--- src/rtl/eic_pkg.sv ---
// ----------------------------------------------------------------------------
// eic_pkg: shared types and constants of the ease-in curve unit
// Curve codes, fixed-point constants, series divisors and their reciprocals,
// and the latencies that the lanes are aligned to.
// ----------------------------------------------------------------------------
package eic_pkg;

    // curve selector codes
    typedef enum logic [2:0] {
        OP_LINEAR  = 3'd0,
        OP_SINE    = 3'd1,
        OP_QUAD    = 3'd2,
        OP_CUBIC   = 3'd3,
        OP_QUARTIC = 3'd4,
        OP_QUINTIC = 3'd5,
        OP_EXP     = 3'd6,
        OP_CIRC    = 3'd7
    } op_t;

    // progress format is Q1.15
    localparam int          FRAC_BITS = 15;
    localparam logic [15:0] ONE_Q15   = 16'h8000;
    localparam logic [15:0] HALF_Q15  = 16'h4000;

    // internal series format is Q30
    localparam logic [31:0] ONE_Q30     = 32'h4000_0000;
    localparam logic [30:0] HALF_PI_Q30 = 31'd1686629713;
    localparam logic [29:0] LN2_Q30     = 30'd744261118;

    // one series step is three register stages
    localparam int STEP_LAT  = 3;
    localparam int SIN_STEPS = 7;
    localparam int EXP_STEPS = 12;

    // cosine divisors (2k)(2k-1) for k = 7 down to 1, and floor(2^32 / d)
    localparam logic [7:0]  SIN_DIV   [SIN_STEPS] = '{
        8'd182, 8'd132, 8'd90, 8'd56, 8'd30, 8'd12, 8'd2
    };
    localparam logic [31:0] SIN_RECIP [SIN_STEPS] = '{
        32'd23598721, 32'd32537631, 32'd47721858, 32'd76695844,
        32'd143165576, 32'd357913941, 32'd2147483648
    };

    // exponential divisors n = 12 down to 1 (divide by one uses 2^32 - 1)
    localparam logic [7:0]  EXP_DIV   [EXP_STEPS] = '{
        8'd12, 8'd11, 8'd10, 8'd9, 8'd8, 8'd7, 8'd6, 8'd5, 8'd4, 8'd3, 8'd2, 8'd1
    };
    localparam logic [31:0] EXP_RECIP [EXP_STEPS] = '{
        32'd357913941, 32'd390451572, 32'd429496729, 32'd477218588,
        32'd536870912, 32'd613566756, 32'd715827882, 32'd858993459,
        32'd1073741824, 32'd1431655765, 32'd2147483648, 32'd4294967295
    };

    // lane depths; the exponential lane is the longest and sets the rest
    localparam int EXP_SIDE  = 1 + EXP_STEPS * STEP_LAT;
    localparam int LANE_LAT  = 2 + EXP_STEPS * STEP_LAT + 1;
    localparam int SIN_CORE  = 2 + SIN_STEPS * STEP_LAT + 1;
    localparam int POW_CORE  = 3;
    localparam int SQRT_BITS = 16;
    localparam int CIRC_CORE = 1 + SQRT_BITS + 1;
    localparam int SIN_PAD   = LANE_LAT - SIN_CORE;
    localparam int POW_PAD   = LANE_LAT - POW_CORE;
    localparam int CIRC_PAD  = LANE_LAT - CIRC_CORE;

endpackage

--- src/rtl/eic_power.sv ---
// ----------------------------------------------------------------------------
// eic_power: linear and power curves
// Square, cube, fourth and fifth power by a chain of rounded multiplies,
// one per stage, then padded to the common lane latency.
// ----------------------------------------------------------------------------
module eic_power
    import eic_pkg::*;
(
    input  logic        clk,
    input  logic        en,
    input  op_t         op,
    input  logic [15:0] x,
    output logic [15:0] y
);

    logic [30:0] m1, m2, m3, m4;
    logic [30:0] r1, r2, r3, r4;
    logic [15:0] p2_1_reg, x1_reg;
    op_t         op1_reg;
    logic [15:0] p2_2_reg, p3_2_reg, x2_reg;
    op_t         op2_reg;
    logic [15:0] p2_3_reg, p3_3_reg, p4_3_reg, x3_reg;
    op_t         op3_reg;
    logic [15:0] sel;
    logic [15:0] pad_reg [POW_PAD];

    // rounded products back to Q15
    always_comb
    begin
        m1 = 31'(x) * 31'(x);
        r1 = m1 + 31'(HALF_Q15);
        m2 = 31'(p2_1_reg) * 31'(x1_reg);
        r2 = m2 + 31'(HALF_Q15);
        m3 = 31'(p3_2_reg) * 31'(x2_reg);
        r3 = m3 + 31'(HALF_Q15);
        m4 = 31'(p4_3_reg) * 31'(x3_reg);
        r4 = m4 + 31'(HALF_Q15);
    end

    // pick the requested power
    always_comb
    begin
        case (op3_reg)
            OP_LINEAR:  sel = x3_reg;
            OP_QUAD:    sel = p2_3_reg;
            OP_CUBIC:   sel = p3_3_reg;
            OP_QUARTIC: sel = p4_3_reg;
            default:    sel = r4[30:15];
        endcase
    end

    always_ff @(posedge clk)
    begin
        if (en)
        begin
            p2_1_reg <= r1[30:15];
            x1_reg   <= x;
            op1_reg  <= op;
            p2_2_reg <= p2_1_reg;
            p3_2_reg <= r2[30:15];
            x2_reg   <= x1_reg;
            op2_reg  <= op1_reg;
            p2_3_reg <= p2_2_reg;
            p3_3_reg <= p3_2_reg;
            p4_3_reg <= r3[30:15];
            x3_reg   <= x2_reg;
            op3_reg  <= op2_reg;
            pad_reg[0] <= sel;
            for (int i = 1; i < POW_PAD; i++)
            begin
                pad_reg[i] <= pad_reg[i-1];
            end
        end
    end

    assign y = pad_reg[POW_PAD-1];

endmodule

--- config.mk ---
export PLATFORM = sky130hd
export DESIGN_NAME = eic_power
export DESIGN_NICKNAME = d
export VERILOG_FILES = /design/src/rtl/eic_pkg.sv /design/src/rtl/eic_power.sv
export SDC_FILE = /design/constraint.sdc
export NUM_CORES = 2
export LEC_CHECK = 0
export BUFFER_PORTS_ARGS = -buffer_cell sky130_fd_sc_hd__buf_2
export CAP_MARGIN = 15
export CELL_PAD_IN_SITES_DETAIL_PLACEMENT = 1
export CELL_PAD_IN_SITES_GLOBAL_PLACEMENT = 2
export CORE_MARGIN = 5
export CORE_UTILIZATION = 51
export CTS_BUF_LIST = sky130_fd_sc_hd__clkbuf_4 sky130_fd_sc_hd__clkbuf_8
export DETAILED_ROUTE_END_ITERATION = 7
export HOLD_SLACK_MARGIN = 0.06
export PLACE_DENSITY_LB_ADDON = 0.15
export SYNTH_ARGS = -nofsm -noshare
export SYNTH_HDL_FRONTEND = slang
export SYNTH_SLANG_ARGS = --single-unit
--- constraint.sdc ---
create_clock -name clk -period 17.6 [get_ports clk]
set_clock_uncertainty 0.2 [all_clocks]
set_input_delay 0 -clock clk [delete_from_list [all_inputs] [get_ports clk]]
set_output_delay 0 -clock clk [all_outputs]
set_load 0.01 [all_outputs]
==> metrics.log <==
[metrics] kind of start point of the critical path: input pin
[metrics] unique cell type count in the Yosys netlist: 65
[metrics] Die Height: approximately 330 um
[metrics] Routed WL per cell: 20.8 um
[metrics] unrepaired setup endpoints after global routing: false
[metrics] final total negative setup slack: 0 ns
[metrics] synthesized instance count: 4,322
[metrics] final count of hold timing violations: 0
[metrics] Least-Margin Pin Slew: between 1 and 1.5 ns
[metrics] Final nets: between 5,000 and 6,000
[metrics] mapped cell area: approximately 0.054 mm^2
[metrics] slowest cell on the critical path: sky130_fd_sc_hd__o311ai_1
[metrics] placeable core region: roughly 0.10 mm^2
[metrics] number of synthesized register bits: 729
[metrics] detailed placement HPWL: approximately 90,000 um
[metrics] number of sinks on the clock net: 729
[metrics] die area: 0.112 mm^2
[metrics] Worst Path Class, Setup: in -> reg
[metrics] Data required, critical path: 17.88 ns
[metrics] crit-path most repeated cell: sky130_fd_sc_hd__fa_1
[metrics] period utilisation layout: 0.414
[metrics] number of top-level design ports: 37
[metrics] Post-Syn Nets: approximately 5,500
[metrics] TritonCTS clock tree: yes
[metrics] site row count: 119
[metrics] worst-path cell chain: dlygate4sd3_1 > buf_2 > dlygate4sd3_1 > buf_4 > and2_1 > fa_1 > inv_1 > fa_1 > fa_1 > fa_1 > inv_1 > fa_1 > fa_1 > ha_1 > a21oi_1 > nand2_1 > o311ai_1 > o2111ai_1 > a31oi_1 > o21ai_0 > a31oi_1 > o21bai_1 > xor2_1
[metrics] total number of yosys warnings: 0
[metrics] pins over their slew limit: 0
[metrics] number of DRC violations after detailed routing: 0
[metrics] dominant synthesized flop cell: sky130_fd_sc_hd__edfxtp_1
[metrics] clock buffers created by TritonCTS: about 110
[metrics] CTS clock-pin slew for the worst setup and hold paths: roughly 0.060 ns
[metrics] Async S/R FF share, synth: 0
[metrics] number of buffers inserted to repair setup after CTS: 0
[metrics] antenna violations before repair: 2
[metrics] first-pass GRT wire length: 197,000 um
[metrics] number of fillers in the final layout: about 11,000
[metrics] fraction of layout cells with a size suffix above 1: 0.0595
[metrics] H-Tree Depth: 3
[metrics] outcome: complete, no violations
[metrics] Final setup violation count: 0
[metrics] Starting Density: 0.512
[metrics] part of the Yosys area used for sequential elements: 0.408
[metrics] fin crit period: 7.29 ns
[metrics] max FFs per register: between 500 and 600
[metrics] utilization after layout: 0.555
[metrics] overflow left after global routing: 0
[metrics] routed vias: slightly above 30,000
[metrics] area of all placed cells without fillers: 0.0582 mm^2
[metrics] maximum count of clock buffers along a single path: 3
[metrics] total of hold buffers inserted after clock tree synthesis: 39
[metrics] number of violations of the max-capacitance limit: 0
[metrics] Clock Tree Root: sky130_fd_sc_hd__clkbuf_8
[metrics] area growth from synthesis to layout: 8.39%
[metrics] All-Layer GR Usage: 0.228
[metrics] Arr. time, crit path: between 7 and 8 ns
[metrics] largest incremental delay on the critical path: 0.60 ns
[metrics] count of routing violations after the opening detailed-route iteration: about 1,700
[metrics] via density per instance: 5.17
[metrics] antenna-violating nets left: 0
[metrics] post-cts repair resize count: 0
[metrics] leading cell type in the layout, fill and taps excluded: sky130_fd_sc_hd__inv_1
[metrics] count of buffers from port buffering: 36
[metrics] most frequent cells in the layout: sky130_fd_sc_hd__inv_1 (930), sky130_fd_sc_hd__fa_1 (743), sky130_fd_sc_hd__edfxtp_1 (729)
[metrics] router iterations before antenna repair: 5
[metrics] area of placed instances: 0.0553 mm^2
[metrics] clk_lat worst skew: about 0.77 ns
[metrics] maximum number of pins on one net before global-route repair: ~100
[metrics] total length of routed wires: 122,000 um
[metrics] kind of end point of the critical path: flop
[metrics] largest driver fanout on the critical path: 19
[metrics] kind of path behind the tightest hold check: reg -> reg
[metrics] Placement Setup Slack: 10.34 ns
[metrics] number of global-route vias before repair: around 35,000
[metrics] number of flops mapped to enable cells by yosys: roughly 730
[metrics] Avg Cell Area, Syn: roughly 12 um^2
[metrics] weighted congestion at the end of routability-driven global placement: roughly 0.81
[metrics] Die X: between 300 and 400 um
[metrics] worst-case setup margin in the final layout: slightly above 10 ns
[metrics] Max Freq: 0.137 GHz
[metrics] relative max-transition margin: 0.265
[Yosys cell counts (all sizes together) (8+ instances only)]
library cell	instances	area share
nor2	55	0.0039
fa	743	0.28
xor2	21	0.0034
a22oi	8	0.0011
edfxtp	729	0.41
nor3	12	0.0011
xnor2	62	0.010
inv	930	0.065
a21oi	58	0.0054
clkbuf	121	0.0085
a21o	26	0.0036
and3	14	0.0017
buf	20	0.0025
mux2i	10	0.0019
nor2b	13	0.0015
nand2	488	0.034
and2	427	0.050
nand3	15	0.0014
nand4	15	0.0019
a31oi	9	0.0013
ha	429	0.10
o21ai	23	0.0021
o221ai	11	0.0018
[final timing paths]
check | startpoint | endpoint | slack (ns) | cells after the start
min | op1_reg[2] | op2_reg[2] | 0.19 | 0
max reg2reg | p2_1_reg[6] | p3_2_reg[9] | 10.32 | 19
min reg2reg | op1_reg[2] | op2_reg[2] | 0.19 | 0
max | x[9] | p2_1_reg[14] | 10.31 | 23
[logic make-up after synthesis]
logic type,count (synthesis),synth area share
fa+ha+maj,1172,0.377
simple gates,1064,0.0988
buf+inv,1071,0.0760
compound gates,192,0.0243
mux,11,0.00208
flops,729,0.408
xor+xnor,83,0.0135
[stage by stage]
step	std cells	hold slack, ns
3_5_place_dp	5649	-0.0198
2_1_floorplan	4322	-0.101
5_1_grt	5897	0.189
4_1_cts	5896	0.128
3_3_place_gp	5649	-0.0221
6_report	5898	0.189
[cell type report]
class	instances	area (um^2)	share of cell area
Inverter	930	3490	0.0600
Tap cell	1391	1740	0.0299
Clock buffer	130	1690	0.0290
Clock inverter	78	769	0.0132
Timing Repair Buffer	116	888	0.0153
Sequential cell	729	21900	0.376
Multi-Input combinational cell	2522	27700	0.476
Antenna cell	2	5.00	0.0000861
[critical path: cells and delay by family]
kind	cells	cell delay (ns)
simple gates	2	0.31
compound gates	7	2.23
xor+xnor	1	0.14
buf+inv	6	1.52
fa+ha+maj	7	3.33
[layer usage]
| metal | routed length (um) | part of all wire | vias to the layer above | track usage |
|---|---|---|---|---|
| met2 | 61500 | 0.50 | 531 | 0.398 |
| li1 | - | - | 13773 | - |
| met3 | 4830 | 0.039 | 154 | 0.0342 |
| met1 | 53000 | 0.43 | 16053 | 0.301 |
| met5 | 0 | 0 | - | 0 |
| met4 | 3030 | 0.025 | 0 | 0.0568 |
Power is left out: the tool's default activity adds up to more than one toggle a clock period on the data nets, which glitch-free logic cannot reach.
