<file path="src/rtl/eic_pkg.sv">
// ----------------------------------------------------------------------------
// eic_pkg: shared types and constants of the ease-in curve unit
// Curve codes, fixed-point constants, series divisors and their reciprocals,
// and the latencies that the lanes are aligned to.
// ----------------------------------------------------------------------------
package eic_pkg;

    // curve selector codes
    typedef enum logic [2:0] {
        OP_LINEAR  = 3'd0,
        OP_SINE    = 3'd1,
        OP_QUAD    = 3'd2,
        OP_CUBIC   = 3'd3,
        OP_QUARTIC = 3'd4,
        OP_QUINTIC = 3'd5,
        OP_EXP     = 3'd6,
        OP_CIRC    = 3'd7
    } op_t;

    // progress format is Q1.15
    localparam int          FRAC_BITS = 15;
    localparam logic [15:0] ONE_Q15   = 16'h8000;
    localparam logic [15:0] HALF_Q15  = 16'h4000;

    // internal series format is Q30
    localparam logic [31:0] ONE_Q30     = 32'h4000_0000;
    localparam logic [30:0] HALF_PI_Q30 = 31'd1686629713;
    localparam logic [29:0] LN2_Q30     = 30'd744261118;

    // one series step is three register stages
    localparam int STEP_LAT  = 3;
    localparam int SIN_STEPS = 7;
    localparam int EXP_STEPS = 12;

    // cosine divisors (2k)(2k-1) for k = 7 down to 1, and floor(2^32 / d)
    localparam logic [7:0]  SIN_DIV   [SIN_STEPS] = '{
        8'd182, 8'd132, 8'd90, 8'd56, 8'd30, 8'd12, 8'd2
    };
    localparam logic [31:0] SIN_RECIP [SIN_STEPS] = '{
        32'd23598721, 32'd32537631, 32'd47721858, 32'd76695844,
        32'd143165576, 32'd357913941, 32'd2147483648
    };

    // exponential divisors n = 12 down to 1 (divide by one uses 2^32 - 1)
    localparam logic [7:0]  EXP_DIV   [EXP_STEPS] = '{
        8'd12, 8'd11, 8'd10, 8'd9, 8'd8, 8'd7, 8'd6, 8'd5, 8'd4, 8'd3, 8'd2, 8'd1
    };
    localparam logic [31:0] EXP_RECIP [EXP_STEPS] = '{
        32'd357913941, 32'd390451572, 32'd429496729, 32'd477218588,
        32'd536870912, 32'd613566756, 32'd715827882, 32'd858993459,
        32'd1073741824, 32'd1431655765, 32'd2147483648, 32'd4294967295
    };

    // lane depths; the exponential lane is the longest and sets the rest
    localparam int EXP_SIDE  = 1 + EXP_STEPS * STEP_LAT;
    localparam int LANE_LAT  = 2 + EXP_STEPS * STEP_LAT + 1;
    localparam int SIN_CORE  = 2 + SIN_STEPS * STEP_LAT + 1;
    localparam int POW_CORE  = 3;
    localparam int SQRT_BITS = 16;
    localparam int CIRC_CORE = 1 + SQRT_BITS + 1;
    localparam int SIN_PAD   = LANE_LAT - SIN_CORE;
    localparam int POW_PAD   = LANE_LAT - POW_CORE;
    localparam int CIRC_PAD  = LANE_LAT - CIRC_CORE;

endpackage

</file>
<file path="src/rtl/eic_circ.sv">
// ----------------------------------------------------------------------------
// eic_circ: circular ease-in lane
// Square root of 1 - x^2 in Q30, one result bit per stage, rounded to
// nearest by the final remainder, then subtracted from one.
// ----------------------------------------------------------------------------
module eic_circ
    import eic_pkg::*;
(
    input  logic        clk,
    input  logic        en,
    input  logic [15:0] x,
    output logic [15:0] y
);

    logic [31:0] xx;
    logic [30:0] rem_reg  [SQRT_BITS+1];
    logic [15:0] root_reg [SQRT_BITS+1];
    logic [30:0] rem_next  [SQRT_BITS];
    logic [15:0] root_next [SQRT_BITS];
    logic [16:0] s_round;
    logic [15:0] y_core_reg;
    logic [15:0] pad_reg [CIRC_PAD];

    assign xx = 32'(x) * 32'(x);

    // one root bit per stage, most significant first
    always_comb
    begin
        for (int j = 0; j < SQRT_BITS; j++)
        begin
            logic [32:0] trial;
            trial = (33'(root_reg[j]) << (SQRT_BITS - j))
                  + (33'd1 << (2 * (SQRT_BITS - 1 - j)));
            if (33'(rem_reg[j]) >= trial)
            begin
                rem_next[j]  = rem_reg[j] - trial[30:0];
                root_next[j] = root_reg[j] | (16'd1 << (SQRT_BITS - 1 - j));
            end
            else
            begin
                rem_next[j]  = rem_reg[j];
                root_next[j] = root_reg[j];
            end
        end
    end

    // round to nearest: remainder above the root means the next integer
    always_comb
    begin
        if (32'(rem_reg[SQRT_BITS]) > 32'(root_reg[SQRT_BITS]))
            s_round = 17'(root_reg[SQRT_BITS]) + 17'd1;
        else
            s_round = 17'(root_reg[SQRT_BITS]);
    end

    always_ff @(posedge clk)
    begin
        if (en)
        begin
            rem_reg[0]  <= 31'(32'(ONE_Q30) - xx);
            root_reg[0] <= '0;
            for (int j = 0; j < SQRT_BITS; j++)
            begin
                rem_reg[j+1]  <= rem_next[j];
                root_reg[j+1] <= root_next[j];
            end
            y_core_reg <= 16'(17'(ONE_Q15) - s_round);
            pad_reg[0] <= y_core_reg;
            for (int i = 1; i < CIRC_PAD; i++)
            begin
                pad_reg[i] <= pad_reg[i-1];
            end
        end
    end

    assign y = pad_reg[CIRC_PAD-1];

endmodule

</file>
<file path="config.mk">
export PLATFORM = sky130hd
export DESIGN_NAME = eic_circ
export DESIGN_NICKNAME = d
export VERILOG_FILES = /design/src/rtl/eic_pkg.sv /design/src/rtl/eic_circ.sv
export SDC_FILE = /design/constraint.sdc
export NUM_CORES = 2
export LEC_CHECK = 0
export BUFFER_PORTS_ARGS = -buffer_cell sky130_fd_sc_hd__buf_2
export CAP_MARGIN = 20
export CELL_PAD_IN_SITES_DETAIL_PLACEMENT = 1
export CELL_PAD_IN_SITES_GLOBAL_PLACEMENT = 1
export CORE_MARGIN = 5
export CORE_UTILIZATION = 40
export CTS_BUF_LIST = sky130_fd_sc_hd__clkbuf_4
export DETAILED_ROUTE_END_ITERATION = 8
export GPL_TIMING_DRIVEN = 0
export PLACE_DENSITY = 0.62
export SLEW_MARGIN = 20
export SYNTH_ARGS = -nofsm -noshare
export SYNTH_HDL_FRONTEND = slang
export SYNTH_SLANG_ARGS = --single-unit
</file>
<file path="constraint.sdc">
create_clock -name clk -period 14.1 [get_ports clk]
set_input_delay 0 -clock clk [delete_from_list [all_inputs] [get_ports clk]]
set_output_delay 0 -clock clk [all_outputs]
set_load 0.05 [all_outputs]
</file>
==> impl_results.md <==
- Core area: 123000 sq um
- Worst-path fanout max: 10
- CTS tree: yes
- Leak pwr: 22.1 nW
- Buffers on Ports: 32
- Setup TNS: 0 ns
- Post-Layout Cell Count: 5864
- Register area share after synthesis: 60.6%
- Outcome: completed
- CTS Sinks: 999
- Pre-CTS WS: 6.54 ns
- Via count: 28700
- Tot Pwr: 11.4 mW
- Layout filler cell count: 12900
- Clock Root Buffer: clkbuf_4
- RSZ-0062 raised after global routing: false
- Final instance area: 55400 sq um
- H-Tree Depth: 5
- Most common cell type on the critical path: fa_1
- GRT Overall Usage: 15.8%
- Initial antenna violation count: 5
- Post-synth EDFFs: 999
- Max Fclk: 139 MHz
- Worst R2R End: rem_reg[0][447]
- Ys async rst share: 0%
- Clock share of power: 21.6%
- Synth Warn #: 0
- CP max stage cell: dlygate4sd3_1
- Drt initial violations: 1118
- Post-Syn Nets: 4173
- Logic pwr share: 40.7%
- DIE WIDTH: 362 microns
- Post-CTS setup repair buffer count: 0
- Skew-Pair Late Insertion Delay: 1.13 ns
- Max reg flops: 510
- Drc violations: 0
- # setup viols final: 0
- Period Utilization, post-route: 51.1%
- TritonCTS Buffers: 288
- Worst setup SP type: input pin
- Pwr dens: 206 nW/um^2
- Final Max Tran Viols: 0
- Dominant synthesized flop cell: edfxtp_1
- Nets: 4516
- Critical Path RT: 14.91 ns
- Sw Share: 35.8%
- Routed WL: 103000 microns
- Die Footprint: 131000 sq um
- Worst Reg-to-Reg Cells: 10
- Via density: 4.89
- Layout area overhead: 11.9%
- Max stage delay on crit path: 0.59 ns
- Hold Crit Start: x[0]
- Worst relative slew slack: 34.2%
- Vias in the first global route: 31500
- Inst Count DP: 5379
- Fin util: 44.9%
- CP Capture Type: flip-flop
- Syn Std Cell Area: 49500 sq um
- Routed WL per cell: 17.5 microns
- Net Switching: 4.08 mW
- Clk buf depth: 4
- Antenna Nets Post-Route: 0
- Worst setup margin: 6.89 ns
- Synth Register Bits: 999
- Placed instance area: 51900 sq um
- Max_cap viols: 0
- Layout Skew: 0.0765 ns
- Worst Tran Pin Value: 0.981 ns
- Hold Vio Cnt, Final: 0
- Final min period: 7.21 ns
- DIE HEIGHT: 362 microns
- Share of post-route cells with drive strength above 1: 12.8%
- Worst r2r src: root_reg[0][220]
- Cell-internal power: 7.31 mW
- Arrival time at the worst endpoint: 8.02 ns
- CP endpoint: rem_reg[0][29]
- Ports: 34
- Overflow after GRT: 0
- Max VDD drop: 0.273 mV
- Clock transition at path regs: 0.06 ns
- Row count: 129
- Post-DP HPWL: 76100 microns
- Crit Path Class: input pin to flip-flop
- CP startpoint: x[0]
- Worst path cell trace: dlygate4sd3_1, buf_2, dlygate4sd3_1, buf_2, clkbuf_1, nand2_1, fa_1, fa_1, fa_1, fa_1, fa_1, inv_1, fa_1, inv_1, ha_1, o21a_1, o21ai_0, o221ai_2, a311oi_1, nor3_1, or4_1, a21oi_1, xnor2_1
- Initial DRT Pass Iterations: 4
- Initial Util: 40.1%
- Global-route wire length before repair: 165000 microns
- Final Hold Slack: 0.276 ns
- Sequential Power Share: 37.7%
- Syn avg cell area: 13.4 sq um
- Largest net degree at the start of global routing: 144
- Flop2flop setup slack: 9.88 ns
- Worst hold path class: input pin to flip-flop
- GPL Wtd Cong: 0.829
- Synthesized instance count: 3702
- Yosys cell types: 88
[area by class of cell]
type	instances	area (sq um)	share of cell area [%]
Multi-Input combinational cell	2112	17200	31.0
Buffer	67	323	0.583
Clock inverter	69	319	0.576
Tap cell	1637	2050	3.70
Antenna cell	6	15.0	0.0271
Timing Repair Buffer	53	543	0.981
Inverter	524	1970	3.55
Clock buffer	397	2980	5.38
Sequential cell	999	30000	54.2
[worst min path at each step]
stage | endpoint | slack [ns] | depth (start not counted)
after floorplan | rem_reg[0][1] | 0.1 | 0
after detailed placement | rem_reg[0][1] | 0.25 | 1
after global routing | rem_reg[0][1] | 0.19 | 3
after CTS | rem_reg[0][1] | 0.12 | 3
final | rem_reg[0][1] | 0.28 | 3
after global placement | rem_reg[0][1] | 0.25 | 1
[Yosys cell counts, drive strengths merged (6+ instances only)]
cell	instances	area (sq um)
fa	180	3600
mux2	25	282
o21ai	140	704
nor3	79	400
o21a	40	300
a211oi	15	113
or3	26	168
clkbuf	40	153
o31ai	18	135
nor2b	26	163
buf	27	170
edfxtp	999	30000
nand4	33	206
a21boi	19	146
xnor2	148	1300
xor2	111	972
ha	273	3420
a2111oi	6	96.3
and4	8	72.6
a31oi	16	100
a21o	36	270
nand3	41	215
nor2	198	748
a311oi	6	58.8
a21oi	150	751
nand2	243	912
inv	524	1970
o21bai	8	60.1
nand2b	33	206
and3	12	80.1
nor4	65	419
nand3b	13	97.6
or4	14	109
nor4b	10	103
and2	38	238
or2	11	71.3
[power groups by stage]
stage / Clock [mW] / Sequential [mW] / Combinational (mW)
final: 2.46 / 4.29 / 4.64
after global routing: 2.77 / 4.34 / 5.29
after CTS: 2.59 / 4.30 / 4.77
after detailed placement: 0 / 4.36 / 4.73
after global placement: 0 / 4.44 / 4.66
after floorplan: 0 / 4.24 / 3.47
[routing by layer]
layer  share of wire (%)  track usage, %  vias up
li1                    -               -    13900
met1                  40            17.6    14100
met2                  53            29.1      451
met3                 3.5            3.27      222
met4                 3.3            6.99        4
met5               0.024               0        -
[logic make-up (layout without fill, tap and decap cells)]
| logic type | count (synthesis) | in the layout | synth area share (%) |
|---|---|---|---|
| XOR/XNOR | 259 | 259 | 4.59 |
| adder cells (fa/ha/maj) | 453 | 453 | 14.2 |
| buffers and inverters | 591 | 1110 | 4.63 |
| multiplexers | 30 | 30 | 0.670 |
| flip-flops | 999 | 999 | 60.6 |
| other | 1 | 7 | 0.00758 |
| AND/OR/NAND/NOR | 869 | 869 | 8.86 |
| AO/OA/AOI/OAI | 500 | 500 | 6.42 |
[what timing repair did]
item | in CTS | in global routing
resized for setup | 0 | 0
hold buffers | 13 | 0
hold endpoints to repair | 494 | 0
[cell usage in the layout (no fill, tap or decap), types with 25 or more instances in the layout]
cell type / synthesis / routed
xnor2_1: 148 / 148
mux2_2: 25 / 25
clkinv_1: 0 / 56
o21ai_0: 127 / 127
or3_1: 25 / 25
inv_1: 524 / 524
nor3_1: 78 / 78
nand2_1: 243 / 243
o21a_1: 40 / 40
nor2b_1: 26 / 26
and2_1: 38 / 38
clkbuf_4: 0 / 397
nor4_1: 63 / 63
xor2_1: 111 / 111
nand2b_1: 33 / 33
nor2_1: 196 / 196
clkbuf_1: 38 / 38
ha_1: 273 / 273
edfxtp_1: 999 / 999
a21oi_1: 150 / 150
fa_1: 180 / 180
nand4_1: 33 / 33
nand3_1: 39 / 39
a21o_1: 36 / 36
buf_2: 7 / 38
[worst max-delay path, delay by kind of cell]
kind,cells,cell delay [ns]
AOI/OAI and AO/OA,5,1.43
xor gates and xnor gates,1,0.08
adders and majority gates,7,3.60
buffers and inverters,7,2.04
and+or+nand+nor,3,0.87
Power figures use the tool's default switching activity.
